File: config.mk
export PLATFORM = sky130hd
export DESIGN_NAME = char_lcd_nibble_write_sequencer_unit_flat
export DESIGN_NICKNAME = d
export VERILOG_FILES = /design/src/hdl/chlcd_pkg.sv /design/src/hdl/chlcd_in_if.sv /design/src/hdl/chlcd_out_if.sv /design/src/hdl/chlcd_cfg_if.sv /design/src/hdl/char_lcd_nibble_write_sequencer_unit.sv /design/src/hdl/chlcd_front.sv /design/src/hdl/chlcd_queue.sv /design/src/hdl/chlcd_back.sv /design/src/flat_wrapper.sv
export VERILOG_INCLUDE_DIRS = /design/src /design/src/hdl
export SDC_FILE = /design/constraint.sdc
export NUM_CORES = 1
export LEC_CHECK = 0
export CAP_MARGIN = 25
export CORE_MARGIN = 4
export CORE_UTILIZATION = 60
export DETAILED_ROUTE_END_ITERATION = 7
export DONT_BUFFER_PORTS = 1
export GPL_ROUTABILITY_DRIVEN = 0
export PLACE_DENSITY = 0.76
export SLEW_MARGIN = 20
export SYNTH_ARGS = -nofsm -noshare
export SYNTH_HDL_FRONTEND = slang
export SYNTH_HIERARCHICAL = 1
export SYNTH_SLANG_ARGS = --single-unit
File: constraint.sdc
create_clock -name clk -period 4.8 [get_ports clk]
set_input_delay 0.24 -clock clk [delete_from_list [all_inputs] [get_ports clk]]
set_output_delay 0.24 -clock clk [all_outputs]
set_load 0.01 [all_outputs]
File: src/hdl/char_lcd_nibble_write_sequencer_unit_defines.svh
`ifndef CHAR_LCD_NIBBLE_WRITE_SEQUENCER_UNIT_DEFINES_SVH
`define CHAR_LCD_NIBBLE_WRITE_SEQUENCER_UNIT_DEFINES_SVH

// same-cycle implication, checked out of reset
`define CHLCD_ASSERT_NOW(name, pre, post) \
  name: assert property (@(posedge clk) disable iff (!rst_n) (pre) |-> (post)) \
    else $error("chlcd check failed");

// next-cycle implication, checked out of reset
`define CHLCD_ASSERT_NEXT(name, pre, post) \
  name: assert property (@(posedge clk) disable iff (!rst_n) (pre) |=> (post)) \
    else $error("chlcd check failed");

`endif

File: src/hdl/chlcd_pkg.sv
package chlcd_pkg;

  localparam int CfgWidth          = 10;
  localparam int HoldWidth         = 11;
  localparam int NibWidth          = 4;
  localparam int ByteWidth         = 8;
  localparam int PostWidth         = 7;
  localparam int CfgIndexWidth     = 3;
  localparam int QueueDepthDefault = 4;
  localparam int InitCount         = 8;

  localparam logic [CfgWidth-1:0] DATA_SETUP_RESET    = 10'd100;
  localparam logic [CfgWidth-1:0] CMD_SETUP_RESET     = 10'd10;
  localparam logic [CfgWidth-1:0] ENABLE_LEAD_RESET   = 10'd5;
  localparam logic [CfgWidth-1:0] ENABLE_GAP_RESET    = 10'd20;
  localparam logic [CfgWidth-1:0] DATA_TAIL_RESET     = 10'd50;
  localparam logic [CfgWidth-1:0] POWER_UP_WAIT_RESET = 10'd500;

  localparam logic [ByteWidth-1:0] CURSOR_BASE  = 8'h80;
  localparam logic [ByteWidth-1:0] LINE2_OFFSET = 8'h40;
  localparam logic [1:0]           LINE_TWO     = 2'd2;

  localparam logic [PostWidth-1:0] POST_NONE   = 7'd0;
  localparam logic [PostWidth-1:0] POST_LONG   = 7'd100;
  localparam logic [PostWidth-1:0] POST_SHORT  = 7'd50;
  localparam logic [PostWidth-1:0] POST_CURSOR = 7'd100;

  typedef enum logic [1:0] {
    OP_CMD    = 2'd0,
    OP_DATA   = 2'd1,
    OP_CURSOR = 2'd2,
    OP_INIT   = 2'd3
  } opcode_t;

  typedef enum logic [CfgIndexWidth-1:0] {
    CFG_DATA_SETUP    = 3'd0,
    CFG_CMD_SETUP     = 3'd1,
    CFG_ENABLE_LEAD   = 3'd2,
    CFG_ENABLE_GAP    = 3'd3,
    CFG_DATA_TAIL     = 3'd4,
    CFG_POWER_UP_WAIT = 3'd5
  } cfg_index_t;

  typedef struct packed {
    logic [CfgWidth-1:0] data_setup;
    logic [CfgWidth-1:0] cmd_setup;
    logic [CfgWidth-1:0] enable_lead;
    logic [CfgWidth-1:0] enable_gap;
    logic [CfgWidth-1:0] data_tail;
    logic [CfgWidth-1:0] power_up_wait;
  } cfg_t;

  typedef enum logic {
    JOB_WAIT = 1'b0,
    JOB_BYTE = 1'b1
  } job_kind_t;

  typedef struct packed {
    job_kind_t              kind;
    logic                   rs;
    logic [ByteWidth-1:0]   value;
    logic [PostWidth-1:0]   post_us;
    logic                   last;
  } job_t;

  typedef struct packed {
    logic full;
    logic empty;
  } q_status_t;

  typedef enum logic {
    F_IDLE = 1'b0,
    F_INIT = 1'b1
  } front_state_t;

  typedef enum logic {
    B_IDLE = 1'b0,
    B_RUN  = 1'b1
  } back_state_t;

  typedef enum logic [2:0] {
    ST_SETUP  = 3'd0,
    ST_EN_HI  = 3'd1,
    ST_NIB_HI = 3'd2,
    ST_GAP    = 3'd3,
    ST_EN_LO  = 3'd4,
    ST_NIB_LO = 3'd5,
    ST_TAIL   = 3'd6
  } step_t;

  function automatic logic [ByteWidth-1:0] init_cmd(input logic [2:0] idx);
    logic [ByteWidth-1:0] c;
    case (idx)
      3'd0:    c = 8'h30;
      3'd1:    c = 8'h30;
      3'd2:    c = 8'h30;
      3'd3:    c = 8'h20;
      3'd4:    c = 8'h28;
      3'd5:    c = 8'h0C;
      3'd6:    c = 8'h01;
      default: c = 8'h02;
    endcase
    return c;
  endfunction

  function automatic logic [PostWidth-1:0] init_post(input logic [2:0] idx);
    logic [PostWidth-1:0] p;
    case (idx)
      3'd0, 3'd3: p = POST_LONG;
      default:    p = POST_SHORT;
    endcase
    return p;
  endfunction

endpackage

File: src/hdl/chlcd_in_if.sv
interface chlcd_in_if;
  logic       valid;
  logic       ready;
  logic [1:0] opcode;
  logic [7:0] byte_value;
  logic [1:0] line_select;
  logic [5:0] column;

  modport source(output valid, output opcode, output byte_value, output line_select,
                 output column, input ready);
  modport sink(input valid, input opcode, input byte_value, input line_select,
               input column, output ready);
endinterface

File: src/hdl/chlcd_out_if.sv
interface chlcd_out_if;
  logic        valid;
  logic        ready;
  logic        reg_select;
  logic        read_write;
  logic        enable_pin;
  logic [3:0]  bus_nibble;
  logic [10:0] hold_us;
  logic        last_event;

  modport source(output valid, output reg_select, output read_write, output enable_pin,
                 output bus_nibble, output hold_us, output last_event, input ready);
  modport sink(input valid, input reg_select, input read_write, input enable_pin,
               input bus_nibble, input hold_us, input last_event, output ready);
endinterface

File: src/hdl/chlcd_cfg_if.sv
interface chlcd_cfg_if;
  logic       valid;
  logic       ready;
  logic [2:0] reg_index;
  logic [9:0] wdata;

  modport source(output valid, output reg_index, output wdata, input ready);
  modport sink(input valid, input reg_index, input wdata, output ready);
endinterface

File: src/hdl/char_lcd_nibble_write_sequencer_unit.sv
// character lcd write sequencer, 4-bit bus
// in_ch: one request per item (command byte, data byte, set cursor, init)
// out_ch: one pin event per item (rs, rw, e, d4..d7, hold time, last flag)
// cfg_ch: timing register writes, always ready, applied next cycle
// a front end splits requests into byte jobs (init gives a wait job and
// eight command jobs) and pushes them into a small job queue
// the back end pops jobs and, while the output slot is free, issues one
// pin event per cycle through an output register: 7 events per byte job,
// 1 for the init wait (57 for init); queued jobs follow one another with
// no gap. the first event of a request passes the queue, the job register
// and the output register when the back end is idle, and comes later when
// the back end is still busy with earlier jobs
// in_ch.ready falls while the queue is full or init jobs are being queued
// when out_ch.ready is low the pending event holds and the back end waits;
// the front end keeps filling the queue until it is full
// reset clears the queue, the held rs and nibble levels, and loads the
// timing registers with their defaults
module char_lcd_nibble_write_sequencer_unit
  import chlcd_pkg::*;
#(
  parameter int QueueDepth = QueueDepthDefault
) (
  input  logic        clk,
  input  logic        rst_n,
  chlcd_in_if.sink    in_ch,
  chlcd_out_if.source out_ch,
  chlcd_cfg_if.sink   cfg_ch
);

`include "char_lcd_nibble_write_sequencer_unit_defines.svh"

  cfg_t      cfg_r;
  q_status_t q_status;
  logic      push, pop;
  job_t      push_job, pop_job;

  assign cfg_ch.ready = 1'b1;

  always_ff @(posedge clk) begin
    if (!rst_n) begin
      cfg_r <= '{data_setup:    DATA_SETUP_RESET,
                 cmd_setup:     CMD_SETUP_RESET,
                 enable_lead:   ENABLE_LEAD_RESET,
                 enable_gap:    ENABLE_GAP_RESET,
                 data_tail:     DATA_TAIL_RESET,
                 power_up_wait: POWER_UP_WAIT_RESET};
    end else if (cfg_ch.valid) begin
      case (cfg_index_t'(cfg_ch.reg_index))
        CFG_DATA_SETUP:    cfg_r.data_setup    <= cfg_ch.wdata;
        CFG_CMD_SETUP:     cfg_r.cmd_setup     <= cfg_ch.wdata;
        CFG_ENABLE_LEAD:   cfg_r.enable_lead   <= cfg_ch.wdata;
        CFG_ENABLE_GAP:    cfg_r.enable_gap    <= cfg_ch.wdata;
        CFG_DATA_TAIL:     cfg_r.data_tail     <= cfg_ch.wdata;
        CFG_POWER_UP_WAIT: cfg_r.power_up_wait <= cfg_ch.wdata;
        default:           cfg_r <= cfg_r;
      endcase
    end
  end

  chlcd_front u_front (
    .clk      (clk),
    .rst_n    (rst_n),
    .in_ch    (in_ch),
    .q_status (q_status),
    .push     (push),
    .push_job (push_job)
  );

  chlcd_queue #(
    .Depth (QueueDepth)
  ) u_queue (
    .clk      (clk),
    .rst_n    (rst_n),
    .push     (push),
    .push_job (push_job),
    .pop      (pop),
    .pop_job  (pop_job),
    .q_status (q_status)
  );

  chlcd_back u_back (
    .clk      (clk),
    .rst_n    (rst_n),
    .cfg      (cfg_r),
    .pop_job  (pop_job),
    .q_status (q_status),
    .pop      (pop),
    .out_ch   (out_ch)
  );

  `CHLCD_ASSERT_NOW(a_no_push_when_full, q_status.full, !push)
  `CHLCD_ASSERT_NOW(a_no_pop_when_empty, q_status.empty, !pop)
  `CHLCD_ASSERT_NOW(a_last_has_enable_low, out_ch.valid && out_ch.last_event,
                    !out_ch.enable_pin)
  `CHLCD_ASSERT_NEXT(a_init_blocks_input,
                     in_ch.valid && in_ch.ready && in_ch.opcode == OP_INIT, !in_ch.ready)

endmodule

File: src/hdl/chlcd_front.sv
module chlcd_front
  import chlcd_pkg::*;
(
  input  logic      clk,
  input  logic      rst_n,
  chlcd_in_if.sink  in_ch,
  input  q_status_t q_status,
  output logic      push,
  output job_t      push_job
);

  localparam logic [2:0] InitLast = 3'(InitCount - 1);

  front_state_t state_r, state_nxt;
  logic [2:0]   idx_r, idx_nxt;
  logic         accept;
  logic [ByteWidth-1:0] cursor_addr;

  assign accept = in_ch.valid && in_ch.ready;
  assign cursor_addr = CURSOR_BASE
                     + ((in_ch.line_select == LINE_TWO) ? LINE2_OFFSET : 8'h00)
                     + {2'b00, in_ch.column};

  // next state
  always_comb begin
    state_nxt = state_r;
    unique case (state_r)
      F_IDLE: begin
        if (accept && opcode_t'(in_ch.opcode) == OP_INIT) state_nxt = F_INIT;
      end
      F_INIT: begin
        if (!q_status.full && idx_r == InitLast) state_nxt = F_IDLE;
      end
      default: state_nxt = F_IDLE;
    endcase
  end

  // outputs
  always_comb begin
    in_ch.ready = 1'b0;
    push        = 1'b0;
    push_job    = '{kind: JOB_BYTE, rs: 1'b0, value: '0, post_us: POST_NONE, last: 1'b1};
    idx_nxt     = idx_r;
    unique case (state_r)
      F_IDLE: begin
        in_ch.ready = !q_status.full;
        if (in_ch.valid && !q_status.full) begin
          push = 1'b1;
          unique case (opcode_t'(in_ch.opcode))
            OP_CMD: begin
              push_job.value = in_ch.byte_value;
            end
            OP_DATA: begin
              push_job.rs    = 1'b1;
              push_job.value = in_ch.byte_value;
            end
            OP_CURSOR: begin
              push_job.value   = cursor_addr;
              push_job.post_us = POST_CURSOR;
            end
            OP_INIT: begin
              push_job.kind = JOB_WAIT;
              push_job.last = 1'b0;
              idx_nxt       = '0;
            end
            default: push = 1'b0;
          endcase
        end
      end
      F_INIT: begin
        if (!q_status.full) begin
          push             = 1'b1;
          push_job.value   = init_cmd(idx_r);
          push_job.post_us = init_post(idx_r);
          push_job.last    = (idx_r == InitLast);
          idx_nxt          = idx_r + 3'd1;
        end
      end
      default: push = 1'b0;
    endcase
  end

  always_ff @(posedge clk) begin
    if (!rst_n) begin
      state_r <= F_IDLE;
      idx_r   <= '0;
    end else begin
      state_r <= state_nxt;
      idx_r   <= idx_nxt;
    end
  end

endmodule

File: src/hdl/chlcd_queue.sv
module chlcd_queue
  import chlcd_pkg::*;
#(
  parameter int Depth = QueueDepthDefault
) (
  input  logic      clk,
  input  logic      rst_n,
  input  logic      push,
  input  job_t      push_job,
  input  logic      pop,
  output job_t      pop_job,
  output q_status_t q_status
);

  localparam int PtrW = (Depth > 1) ? $clog2(Depth) : 1;
  localparam int CntW = $clog2(Depth + 1);
  localparam logic [PtrW-1:0] PtrLast = PtrW'(Depth - 1);
  localparam logic [CntW-1:0] CntFull = CntW'(Depth);
  localparam logic [PtrW-1:0] PtrOne  = PtrW'(1);
  localparam logic [CntW-1:0] CntOne  = CntW'(1);

  job_t            mem [Depth];
  logic [PtrW-1:0] wr_ptr_r, rd_ptr_r;
  logic [CntW-1:0] count_r;

  assign q_status.full  = (count_r == CntFull);
  assign q_status.empty = (count_r == '0);
  assign pop_job        = mem[rd_ptr_r];

  always_ff @(posedge clk) begin
    if (push) mem[wr_ptr_r] <= push_job;
  end

  always_ff @(posedge clk) begin
    if (!rst_n) begin
      wr_ptr_r <= '0;
      rd_ptr_r <= '0;
      count_r  <= '0;
    end else begin
      if (push) wr_ptr_r <= (wr_ptr_r == PtrLast) ? '0 : wr_ptr_r + PtrOne;
      if (pop)  rd_ptr_r <= (rd_ptr_r == PtrLast) ? '0 : rd_ptr_r + PtrOne;
      case ({push, pop})
        2'b10:   count_r <= count_r + CntOne;
        2'b01:   count_r <= count_r - CntOne;
        default: count_r <= count_r;
      endcase
    end
  end

endmodule

File: src/hdl/chlcd_back.sv
module chlcd_back
  import chlcd_pkg::*;
(
  input  logic       clk,
  input  logic       rst_n,
  input  cfg_t       cfg,
  input  job_t       pop_job,
  input  q_status_t  q_status,
  output logic       pop,
  chlcd_out_if.source out_ch
);

  back_state_t state_r, state_nxt;
  job_t        job_r;
  step_t       step_r, step_nxt;
  logic        sel_r;
  logic [NibWidth-1:0] nib_r;

  logic                 out_valid_r;
  logic                 out_sel_r, out_en_r, out_last_r;
  logic [NibWidth-1:0]  out_nib_r;
  logic [HoldWidth-1:0] out_hold_r;

  logic                 slot_free, fire, ev_done;
  logic                 ev_sel, ev_en, ev_last;
  logic [NibWidth-1:0]  ev_nib;
  logic [HoldWidth-1:0] ev_hold, setup_w, tail_w;

  assign slot_free = !out_valid_r || out_ch.ready;
  assign setup_w   = {1'b0, job_r.rs ? cfg.data_setup : cfg.cmd_setup};
  assign tail_w    = {1'b0, job_r.rs ? cfg.data_tail : cfg.enable_gap}
                   + {{(HoldWidth-PostWidth){1'b0}}, job_r.post_us};

  // pin event for the current step
  always_comb begin
    ev_sel  = sel_r;
    ev_nib  = nib_r;
    ev_en   = 1'b0;
    ev_hold = '0;
    ev_last = 1'b0;
    ev_done = 1'b0;
    if (job_r.kind == JOB_WAIT) begin
      ev_hold = {1'b0, cfg.power_up_wait};
      ev_last = job_r.last;
      ev_done = 1'b1;
    end else begin
      unique case (step_r)
        ST_SETUP: begin
          ev_sel  = job_r.rs;
          ev_hold = setup_w;
        end
        ST_EN_HI, ST_EN_LO: begin
          ev_en   = 1'b1;
          ev_hold = {1'b0, cfg.enable_lead};
        end
        ST_NIB_HI: begin
          ev_en   = 1'b1;
          ev_nib  = job_r.value[ByteWidth-1:NibWidth];
          ev_hold = setup_w;
        end
        ST_GAP: begin
          ev_hold = {1'b0, cfg.enable_gap};
        end
        ST_NIB_LO: begin
          ev_en   = 1'b1;
          ev_nib  = job_r.value[NibWidth-1:0];
          ev_hold = setup_w;
        end
        ST_TAIL: begin
          ev_hold = tail_w;
          ev_last = job_r.last;
          ev_done = 1'b1;
        end
        default: ev_done = 1'b1;
      endcase
    end
  end

  // next state
  always_comb begin
    state_nxt = state_r;
    unique case (state_r)
      B_IDLE: begin
        if (!q_status.empty) state_nxt = B_RUN;
      end
      B_RUN: begin
        if (slot_free && ev_done && q_status.empty) state_nxt = B_IDLE;
      end
      default: state_nxt = B_IDLE;
    endcase
  end

  // outputs
  always_comb begin
    fire     = 1'b0;
    pop      = 1'b0;
    step_nxt = step_r;
    unique case (state_r)
      B_IDLE: begin
        pop = !q_status.empty;
      end
      B_RUN: begin
        fire = slot_free;
        pop  = slot_free && ev_done && !q_status.empty;
      end
      default: pop = 1'b0;
    endcase
    if (pop) begin
      step_nxt = ST_SETUP;
    end else if (fire) begin
      step_nxt = step_t'(step_r + 3'd1);
    end
  end

  always_ff @(posedge clk) begin
    if (!rst_n) begin
      state_r     <= B_IDLE;
      step_r      <= ST_SETUP;
      sel_r       <= 1'b0;
      nib_r       <= '0;
      out_valid_r <= 1'b0;
    end else begin
      state_r <= state_nxt;
      step_r  <= step_nxt;
      if (fire) begin
        sel_r       <= ev_sel;
        nib_r       <= ev_nib;
        out_valid_r <= 1'b1;
      end else if (out_ch.ready) begin
        out_valid_r <= 1'b0;
      end
    end
  end

  always_ff @(posedge clk) begin
    if (pop) job_r <= pop_job;
    if (fire) begin
      out_sel_r  <= ev_sel;
      out_en_r   <= ev_en;
      out_nib_r  <= ev_nib;
      out_hold_r <= ev_hold;
      out_last_r <= ev_last;
    end
  end

  assign out_ch.valid      = out_valid_r;
  assign out_ch.reg_select = out_sel_r;
  assign out_ch.read_write = 1'b0;
  assign out_ch.enable_pin = out_en_r;
  assign out_ch.bus_nibble = out_nib_r;
  assign out_ch.hold_us    = out_hold_r;
  assign out_ch.last_event = out_last_r;

endmodule
File: src/flat_wrapper.sv
// flat-port wrapper written by rule: the top's interface ports become plain ports
module char_lcd_nibble_write_sequencer_unit_flat import chlcd_pkg::*;
#(
  parameter int QueueDepth = QueueDepthDefault
)
  (clk, rst_n, in_ch_valid, in_ch_opcode, in_ch_byte_value, in_ch_line_select, in_ch_column, in_ch_ready, out_ch_valid, out_ch_reg_select, out_ch_read_write, out_ch_enable_pin, out_ch_bus_nibble, out_ch_hold_us, out_ch_last_event, out_ch_ready, cfg_ch_valid, cfg_ch_reg_index, cfg_ch_wdata, cfg_ch_ready);
  chlcd_in_if in_ch_i ();
  chlcd_out_if out_ch_i ();
  chlcd_cfg_if cfg_ch_i ();
  input  logic clk;
  input  logic rst_n;
  input wire logic [$bits(in_ch_i.valid)-1:0] in_ch_valid;
  input wire logic [$bits(in_ch_i.opcode)-1:0] in_ch_opcode;
  input wire logic [$bits(in_ch_i.byte_value)-1:0] in_ch_byte_value;
  input wire logic [$bits(in_ch_i.line_select)-1:0] in_ch_line_select;
  input wire logic [$bits(in_ch_i.column)-1:0] in_ch_column;
  output wire logic [$bits(in_ch_i.ready)-1:0] in_ch_ready;
  output wire logic [$bits(out_ch_i.valid)-1:0] out_ch_valid;
  output wire logic [$bits(out_ch_i.reg_select)-1:0] out_ch_reg_select;
  output wire logic [$bits(out_ch_i.read_write)-1:0] out_ch_read_write;
  output wire logic [$bits(out_ch_i.enable_pin)-1:0] out_ch_enable_pin;
  output wire logic [$bits(out_ch_i.bus_nibble)-1:0] out_ch_bus_nibble;
  output wire logic [$bits(out_ch_i.hold_us)-1:0] out_ch_hold_us;
  output wire logic [$bits(out_ch_i.last_event)-1:0] out_ch_last_event;
  input wire logic [$bits(out_ch_i.ready)-1:0] out_ch_ready;
  input wire logic [$bits(cfg_ch_i.valid)-1:0] cfg_ch_valid;
  input wire logic [$bits(cfg_ch_i.reg_index)-1:0] cfg_ch_reg_index;
  input wire logic [$bits(cfg_ch_i.wdata)-1:0] cfg_ch_wdata;
  output wire logic [$bits(cfg_ch_i.ready)-1:0] cfg_ch_ready;
  assign in_ch_i.valid = in_ch_valid;
  assign in_ch_i.opcode = in_ch_opcode;
  assign in_ch_i.byte_value = in_ch_byte_value;
  assign in_ch_i.line_select = in_ch_line_select;
  assign in_ch_i.column = in_ch_column;
  assign in_ch_ready = in_ch_i.ready;
  assign out_ch_valid = out_ch_i.valid;
  assign out_ch_reg_select = out_ch_i.reg_select;
  assign out_ch_read_write = out_ch_i.read_write;
  assign out_ch_enable_pin = out_ch_i.enable_pin;
  assign out_ch_bus_nibble = out_ch_i.bus_nibble;
  assign out_ch_hold_us = out_ch_i.hold_us;
  assign out_ch_last_event = out_ch_i.last_event;
  assign out_ch_i.ready = out_ch_ready;
  assign cfg_ch_i.valid = cfg_ch_valid;
  assign cfg_ch_i.reg_index = cfg_ch_reg_index;
  assign cfg_ch_i.wdata = cfg_ch_wdata;
  assign cfg_ch_ready = cfg_ch_i.ready;
  char_lcd_nibble_write_sequencer_unit #(.QueueDepth(QueueDepth)) u_core (.clk(clk), .rst_n(rst_n), .in_ch(in_ch_i), .out_ch(out_ch_i), .cfg_ch(cfg_ch_i));
endmodule
# Word-level counts from Yosys, hierarchy flattened
# Memories as Yosys holds them, arrays and structs flattened. A register that Yosys moved wholly into a read port is not among the register bits.
# Cells that the tools add are included.
[classes] n_bitwise=3 eq_ne=30 shift=0 add_sub_neg=9 n_reduce_logical=33 mul=0 n_div=0 muxes=47 n_lt_le_gt_ge=0
[ops] cell="$pmux 11 s4" n=1
[ops] cell="$pmux 16 s2" n=1
[ops] cell="$eq 3x3->1 const B" n=10
[ops] cell="$mux 10" n=3
[ops] cell="$pmux 6 s5" n=1
[ops] cell="$mux 1" n=21
[ops] cell="$mux 7" n=3
[ops] cell="$eq 3x2->1 const B" n=6
[ops] cell="$mux 18" n=1
[ops] cell="$pmux 8 s2" n=1
[ops] cell="$mux 14" n=1
[ops] cell="$eq 2x2->1 const B" n=6
[ops] cell="$logic_not 3->1" n=4
[ops] cell="$pmux 3 s2" n=2
[ops] cell="$reduce_and 2->1" n=6
[ops] cell="$add 10x7->11" n=1
[ops] cell="$add 3x1->3 const B" n=3
[ops] cell="$eq 3x1->1 const B" n=3
[ops] cell="$mux 3" n=3
[ops] cell="$add 8x6->8" n=1
[ops] cell="$add 8x7->8 const A" n=1
[ops] cell="$pmux 1 s2" n=4
[ops] cell="$pmux 4 s2" n=1
[ops] cell="$reduce_or 2->1" n=4
[ops] cell="16 further kinds" n=34
[totals] latchBits=0 output_inout_bits=22 wordCells=145 in_bits=36 ff_bits=99 memories=1 mem_bits_rw=72 romBits=0
[memory_table] memory="u_core.u_queue.mem" words=4 width=18 read_ports=1 rd_clocked_by_memory_dff=1 wr=1 line="chlcd_queue.sv:22" text="job_t mem [Depth];"

# Longest topological paths before layout
[depth] word_depth=9 depth_mapped=13 ltp_nobuf=12

# Cells and area by module
# Netlist, hierarchy kept.
[modules_own_cells] mod="chlcd_queue" cells_each=141 seq_area_each_um2=2342.2 area_per_inst_um2=3103.0 instances=1
[modules_own_cells] mod="chlcd_back" cells_each=223 seq_area_each_um2=1281.2 area_per_inst_um2=2593.7 instances=1
[modules_own_cells] mod="char_lcd_nibble_write_sequencer_unit" cells_each=224 seq_area_each_um2=1201.2 area_per_inst_um2=2324.7 instances=1
[modules_own_cells] mod="chlcd_front" cells_each=74 seq_area_each_um2=80.1 area_per_inst_um2=613.1 instances=1

# Worst setup path before layout
# OpenSTA, ideal clock, no wires.
[synth_path] path_kind="register to register" from="reg u_core.u_back.step_r[0]" to="reg u_core.u_queue.count_r[2]" period_less_slack_ns=3.481 required_time_ns=4.724 setup_time_ns=0.076 slack_ns=1.319 arrival_time_ns=3.405 n_path_buf=1 path_stages_with_launch=14 cell_sequence="dfxtp_1 inv_1 ha_1 buf_6 o21bai_1 a21oi_1 o21a_1 nor2_1 ha_1 inv_1 fa_1 xor2_1 or3_1 a21boi_0"
[synth_via] elab_chain_cells=9 elab_cells_between_ends=16 classes_between="eq/ne (7); mux (4); reduce/logical (5)"
[synth_lines] item="from (decl)" line="chlcd_back.sv:15" text="step_t step_r, step_nxt;"
[synth_lines] item="from (signal assigned)" line="chlcd_back.sv:124" text="step_r <= step_nxt;"
[synth_lines] item="$eq 3x3->1, or another cell as far along" line="chlcd_back.sv:47" text="unique case (step_r)"
[synth_lines] item="$reduce_or 6->1 (no source line) *"
[synth_lines] item="$mux 1 *" line="chlcd_back.sv:47"
[synth_lines] item="$mux 1 *" line="chlcd_back.sv:42" text="if (job_r.kind == JOB_WAIT) begin"
[synth_lines] item="$logic_and 1x1->1 * (2 in series)" line="chlcd_back.sv:104" text="pop = slot_free && ev_done && !q_status.empty;"
[synth_lines] item="$pmux 1 s2 *" line="chlcd_back.sv:98" text="unique case (state_r)"
[synth_lines] item="net u_core.pop" line="char_lcd_nibble_write_sequencer_unit.sv:34" text="logic push, pop;"
[synth_lines] item="$eq 2x1->1 or $eq 2x2->1 (tied branches)" line="chlcd_queue.sv:42" text="case ({push, pop})"
[synth_lines] item="$pmux 3 s2 or $reduce_bool 2->1 (tied branches)"
[synth_lines] item="to (signal assigned)" line="chlcd_queue.sv:43" text="2'b10: count_r <= count_r + CntOne;"
[synth_lines] item="to (signal assigned)" line="chlcd_queue.sv:44" text="2'b01: count_r <= count_r - CntOne;"
[synth_lines] item="to (signal assigned)" line="chlcd_queue.sv:45" text="default: count_r <= count_r;"
[synth_lines] item="to (decl)" line="chlcd_queue.sv:24" text="logic [CntW-1:0] count_r;"
# Mark *: on every way through the listed nets, which the timed path passes. The rest lies on a longest branch.
# A chain may end at the register's enable or synchronous reset.

# Worst setup path in the final report
# Ends and elaborated chain as after synthesis.

==> impl_metrics.env <==
export IMPL_cap_viol_max_count=0
export IMPL_status="finished clean"
export IMPL_grt_usage=0.224
export IMPL_core_area_um2=14000
export IMPL_clock_sinks=191
export IMPL_arrival_ps=3520
export IMPL_via_per_inst=6.05
export IMPL_worst_path_buf_inv=3
export IMPL_r2r_start="u_core/u_back/step_r[0]"
export IMPL_worst_hold_startpoint="rst_n"
export IMPL_syn_inst=662
export IMPL_path_max_fanout=22
export IMPL_grt_pass1_vias=5337
export IMPL_pwr_share_comb=0.257
export IMPL_reg2reg_setup_slack_ps=1620
export IMPL_dieHeight_um=128
export IMPL_clockRootBuffer="clkbuf_16"
export IMPL_tightest_slew_ps=1080
export IMPL_synthArstFlopShare=0
export IMPL_whs_path_depth=2
export IMPL_synth_ff_latch_count=191
export IMPL_ys_types=69
export IMPL_place_hpwl_mm=11.4
export IMPL_synth_common_cells="108 x edfxtp_1, 83 x dfxtp_1, 74 x mux2i_1"
export IMPL_drc=0
export IMPL_r2r_end="u_core/u_queue/count_r[2]"
export IMPL_die_area_um2=16400
export IMPL_cts_tree="done"
export IMPL_crit_type="flip-flop to flip-flop"
export IMPL_avgRoutedWirePerCell_um=20.5
export IMPL_avgSynthCellArea_um2=13.0
export IMPL_area_growth_pct=8.43
export IMPL_final_layout_size_suffix_gt1_frac=0.110
export IMPL_clock_latency_ps=430
export IMPL_fmax_mhz=315
export IMPL_finalClockSkew_ps=8.02
export IMPL_fin_crit_ps=3180
export IMPL_grt_pass1_wl_mm=28.3
export IMPL_num_vias=5159
export IMPL_ir_drop_v=0.000312
export IMPL_reg2regPathDepth=13
export IMPL_nets=722
export IMPL_relSlewSlack=0.270
export IMPL_clockPowerShare=0.274
export IMPL_worst_setup_path_end_kind="flip-flop"
export IMPL_clockBufferDepth=2
export IMPL_cp_start_kind="flip-flop"
export IMPL_post_route_period_util=0.662
export IMPL_required_ps=5140
export IMPL_netlist_top_cells_area="edfxtp_1 38%, dfxtp_1 19%, mux2i_1 8.6%"
export IMPL_hold_ws_ps=18.3
export IMPL_fin_cells=853
export IMPL_finalPower_mw=5.02
export IMPL_finalHoldViolCount=0
export IMPL_p_sw_mw=1.56
export IMPL_synth_top_area_share=0.376
export IMPL_grt_max_degree=54
export IMPL_first_iter_violations=466
export IMPL_hold_path_class="primary input to flip-flop"
export IMPL_antennaDiodeCount=0
export IMPL_drtPass1Iterations=5
export IMPL_crit_family="adder cells"
export IMPL_p_leak_nw=3.52
export IMPL_cp_num_cells=13
export IMPL_cts_clk_slew_worst_paths_ps=60
export IMPL_start_util=0.617
export IMPL_p_per_area_nw_per_um2=537
export IMPL_wl_mm=17.5
export IMPL_port_buffers=0
export IMPL_crit_path_top_delay_cell="dfxtp_1"
export IMPL_p_int_mw=3.47
export IMPL_yosysWarnings=6
export IMPL_syn_cell_area_um2=8630
export IMPL_cpPeakStageDelay_ps=420
export IMPL_synth_main_ff_cell="edfxtp_1"
export IMPL_grt_overflow_total=0
export IMPL_fill_cells=1044
export IMPL_cts_buffers=17
export IMPL_rsz0062_at_grt="false"
export IMPL_drv_slew=0
export IMPL_ctsHtreeMaxLevel=4
export IMPL_dpl_cell_count=811
export IMPL_hold_end="u_core/cfg_r[42]"
export IMPL_path_cells="inv_1, ha_1, o21bai_1, a21oi_1, o21a_1, nor2_1, buf_4, ha_1, inv_1, fa_1, xor2_1, or3_1, a21boi_0"
export IMPL_fin_tns_setup_ps=0
export IMPL_final_antenna_net_count=0
export IMPL_yosysMostFrequentCell="edfxtp_1"
export IMPL_rows=43
export IMPL_synth_edff_count=108
export IMPL_p_seq_frac=0.470
export IMPL_die_x_um=128
export IMPL_top_level_ports=58
export IMPL_netSwitchingFraction=0.310
export IMPL_post_cts_resized=0
export IMPL_antenna_found_initial=0
export IMPL_seq_area_frac_synth=0.568
export IMPL_setup_violations_final=0
export IMPL_synth_area_leader_cell="edfxtp_1"
==> power by group through the flow <==
stage                     sequential [mW]  clock [mW]  combinational [mW]
after global routing                 2.39        1.47                1.39
after CTS                            2.36        1.40                1.28
after floorplan                      2.26           0                1.07
final                                2.36        1.37                1.29
after detailed placement             2.40           0                1.24
after global placement               2.38           0                1.20
==> cell type report <==
| type | instances | area (um2) | share of cell area |
|---|---|---|---|
| Timing Repair Buffer | 15 | 148 | 0.0158 |
| Sequential cell | 191 | 4910 | 0.524 |
| Clock buffer | 23 | 522 | 0.0557 |
| Multi-Input combinational cell | 416 | 3420 | 0.365 |
| Tap cell | 180 | 225 | 0.0241 |
| Clock inverter | 9 | 68.8 | 0.00735 |
| Inverter | 19 | 71.3 | 0.00762 |
==> state kept, by name, summed over array words and instances, names as in the netlist, 2 cells and up, named ones only <==
| register | flops |
|---|---|
| u_core/u_back/step_r | 3 |
| u_core/u_queue/count_r | 3 |
| u_core/u_back/out_ch.hold_us | 11 |
| u_core/u_queue/rd_ptr_r | 2 |
| u_core/u_back/out_ch.bus_nibble | 4 |
| u_core/u_queue/mem | 72 |
| u_core/cfg_r | 60 |
| u_core/u_front/idx_r | 3 |
| u_core/u_queue/wr_ptr_r | 2 |
| u_core/u_back/nib_r | 4 |
| u_core/u_back/job_r | 18 |
==> cell usage in the layout (no fill, tap or decap), drive strengths merged, types with 4 or more instances in the layout <==
| master | n |
|---|---|
| buf | 6 |
| nand2 | 67 |
| xor2 | 5 |
| inv | 23 |
| conb | 4 |
| a222oi | 5 |
| a21boi | 5 |
| dlygate4sd3 | 9 |
| a211oi | 4 |
| and2 | 9 |
| nor3 | 5 |
| clkbuf | 23 |
| a221o | 4 |
| nor2b | 45 |
| a22o | 8 |
| edfxtp | 108 |
| ha | 24 |
| mux2i | 74 |
| dfxtp | 83 |
| nor2 | 24 |
| o21a | 8 |
| mux4 | 18 |
| o221ai | 4 |
| a21oi | 13 |
| mux2 | 16 |
| nand3 | 6 |
| o21ai | 16 |
==> metrics by stage <==
stage / area, um2 / utilization / setup slack (ps)
finish: 9360 / 0.669 / 1620
global route: 9360 / 0.669 / 1450
CTS: 9360 / 0.669 / 1680
detailed placement: 8660 / 0.619 / 1700
global placement: 8660 / 0.619 / 1960
floorplan: 8640 / - / 1320
==> cell families after synthesis <==
| logic type | share of synthesized area |
|---|---|
| multiplexers | 0.158 |
| AO/OA/AOI/OAI | 0.0778 |
| adder cells (fa/ha/maj) | 0.0394 |
| AND/OR/NAND/NOR | 0.111 |
| flip-flops | 0.568 |
| buffers and inverters | 0.0371 |
| other | 0.00130 |
| XOR/XNOR | 0.00812 |
==> worst max-delay path by stage <==
stage,startpoint,endpoint
after floorplan,u_core/u_back/step_r[0],u_core/u_queue/count_r[2]
after global placement,u_core/u_back/step_r[0],u_core/u_queue/count_r[2]
after detailed placement,u_core/u_back/step_r[0],u_core/u_queue/count_r[2]
after CTS,u_core/u_back/step_r[0],u_core/u_queue/count_r[2]
after global routing,u_core/u_back/step_r[0],u_core/u_queue/count_r[2]
final,u_core/u_back/step_r[0],u_core/u_queue/count_r[2]
==> routing by layer <==
metal	vias to the layer above	track usage	part of all wire
li1	2436	-	-
met1	2527	0.300	0.44
met2	170	0.359	0.49
met3	26	0.0575	0.061
met4	0	0.0743	0.015
met5	-	0	0
==> repair_timing <==
item                                    in CTS  in global routing
endpoints found under the hold margin       62                  0
buffers inserted                             0                  0
hold buffers                                10                  0
endpoints found under the setup margin       0                  0
(Power assumes the default switching activity.)
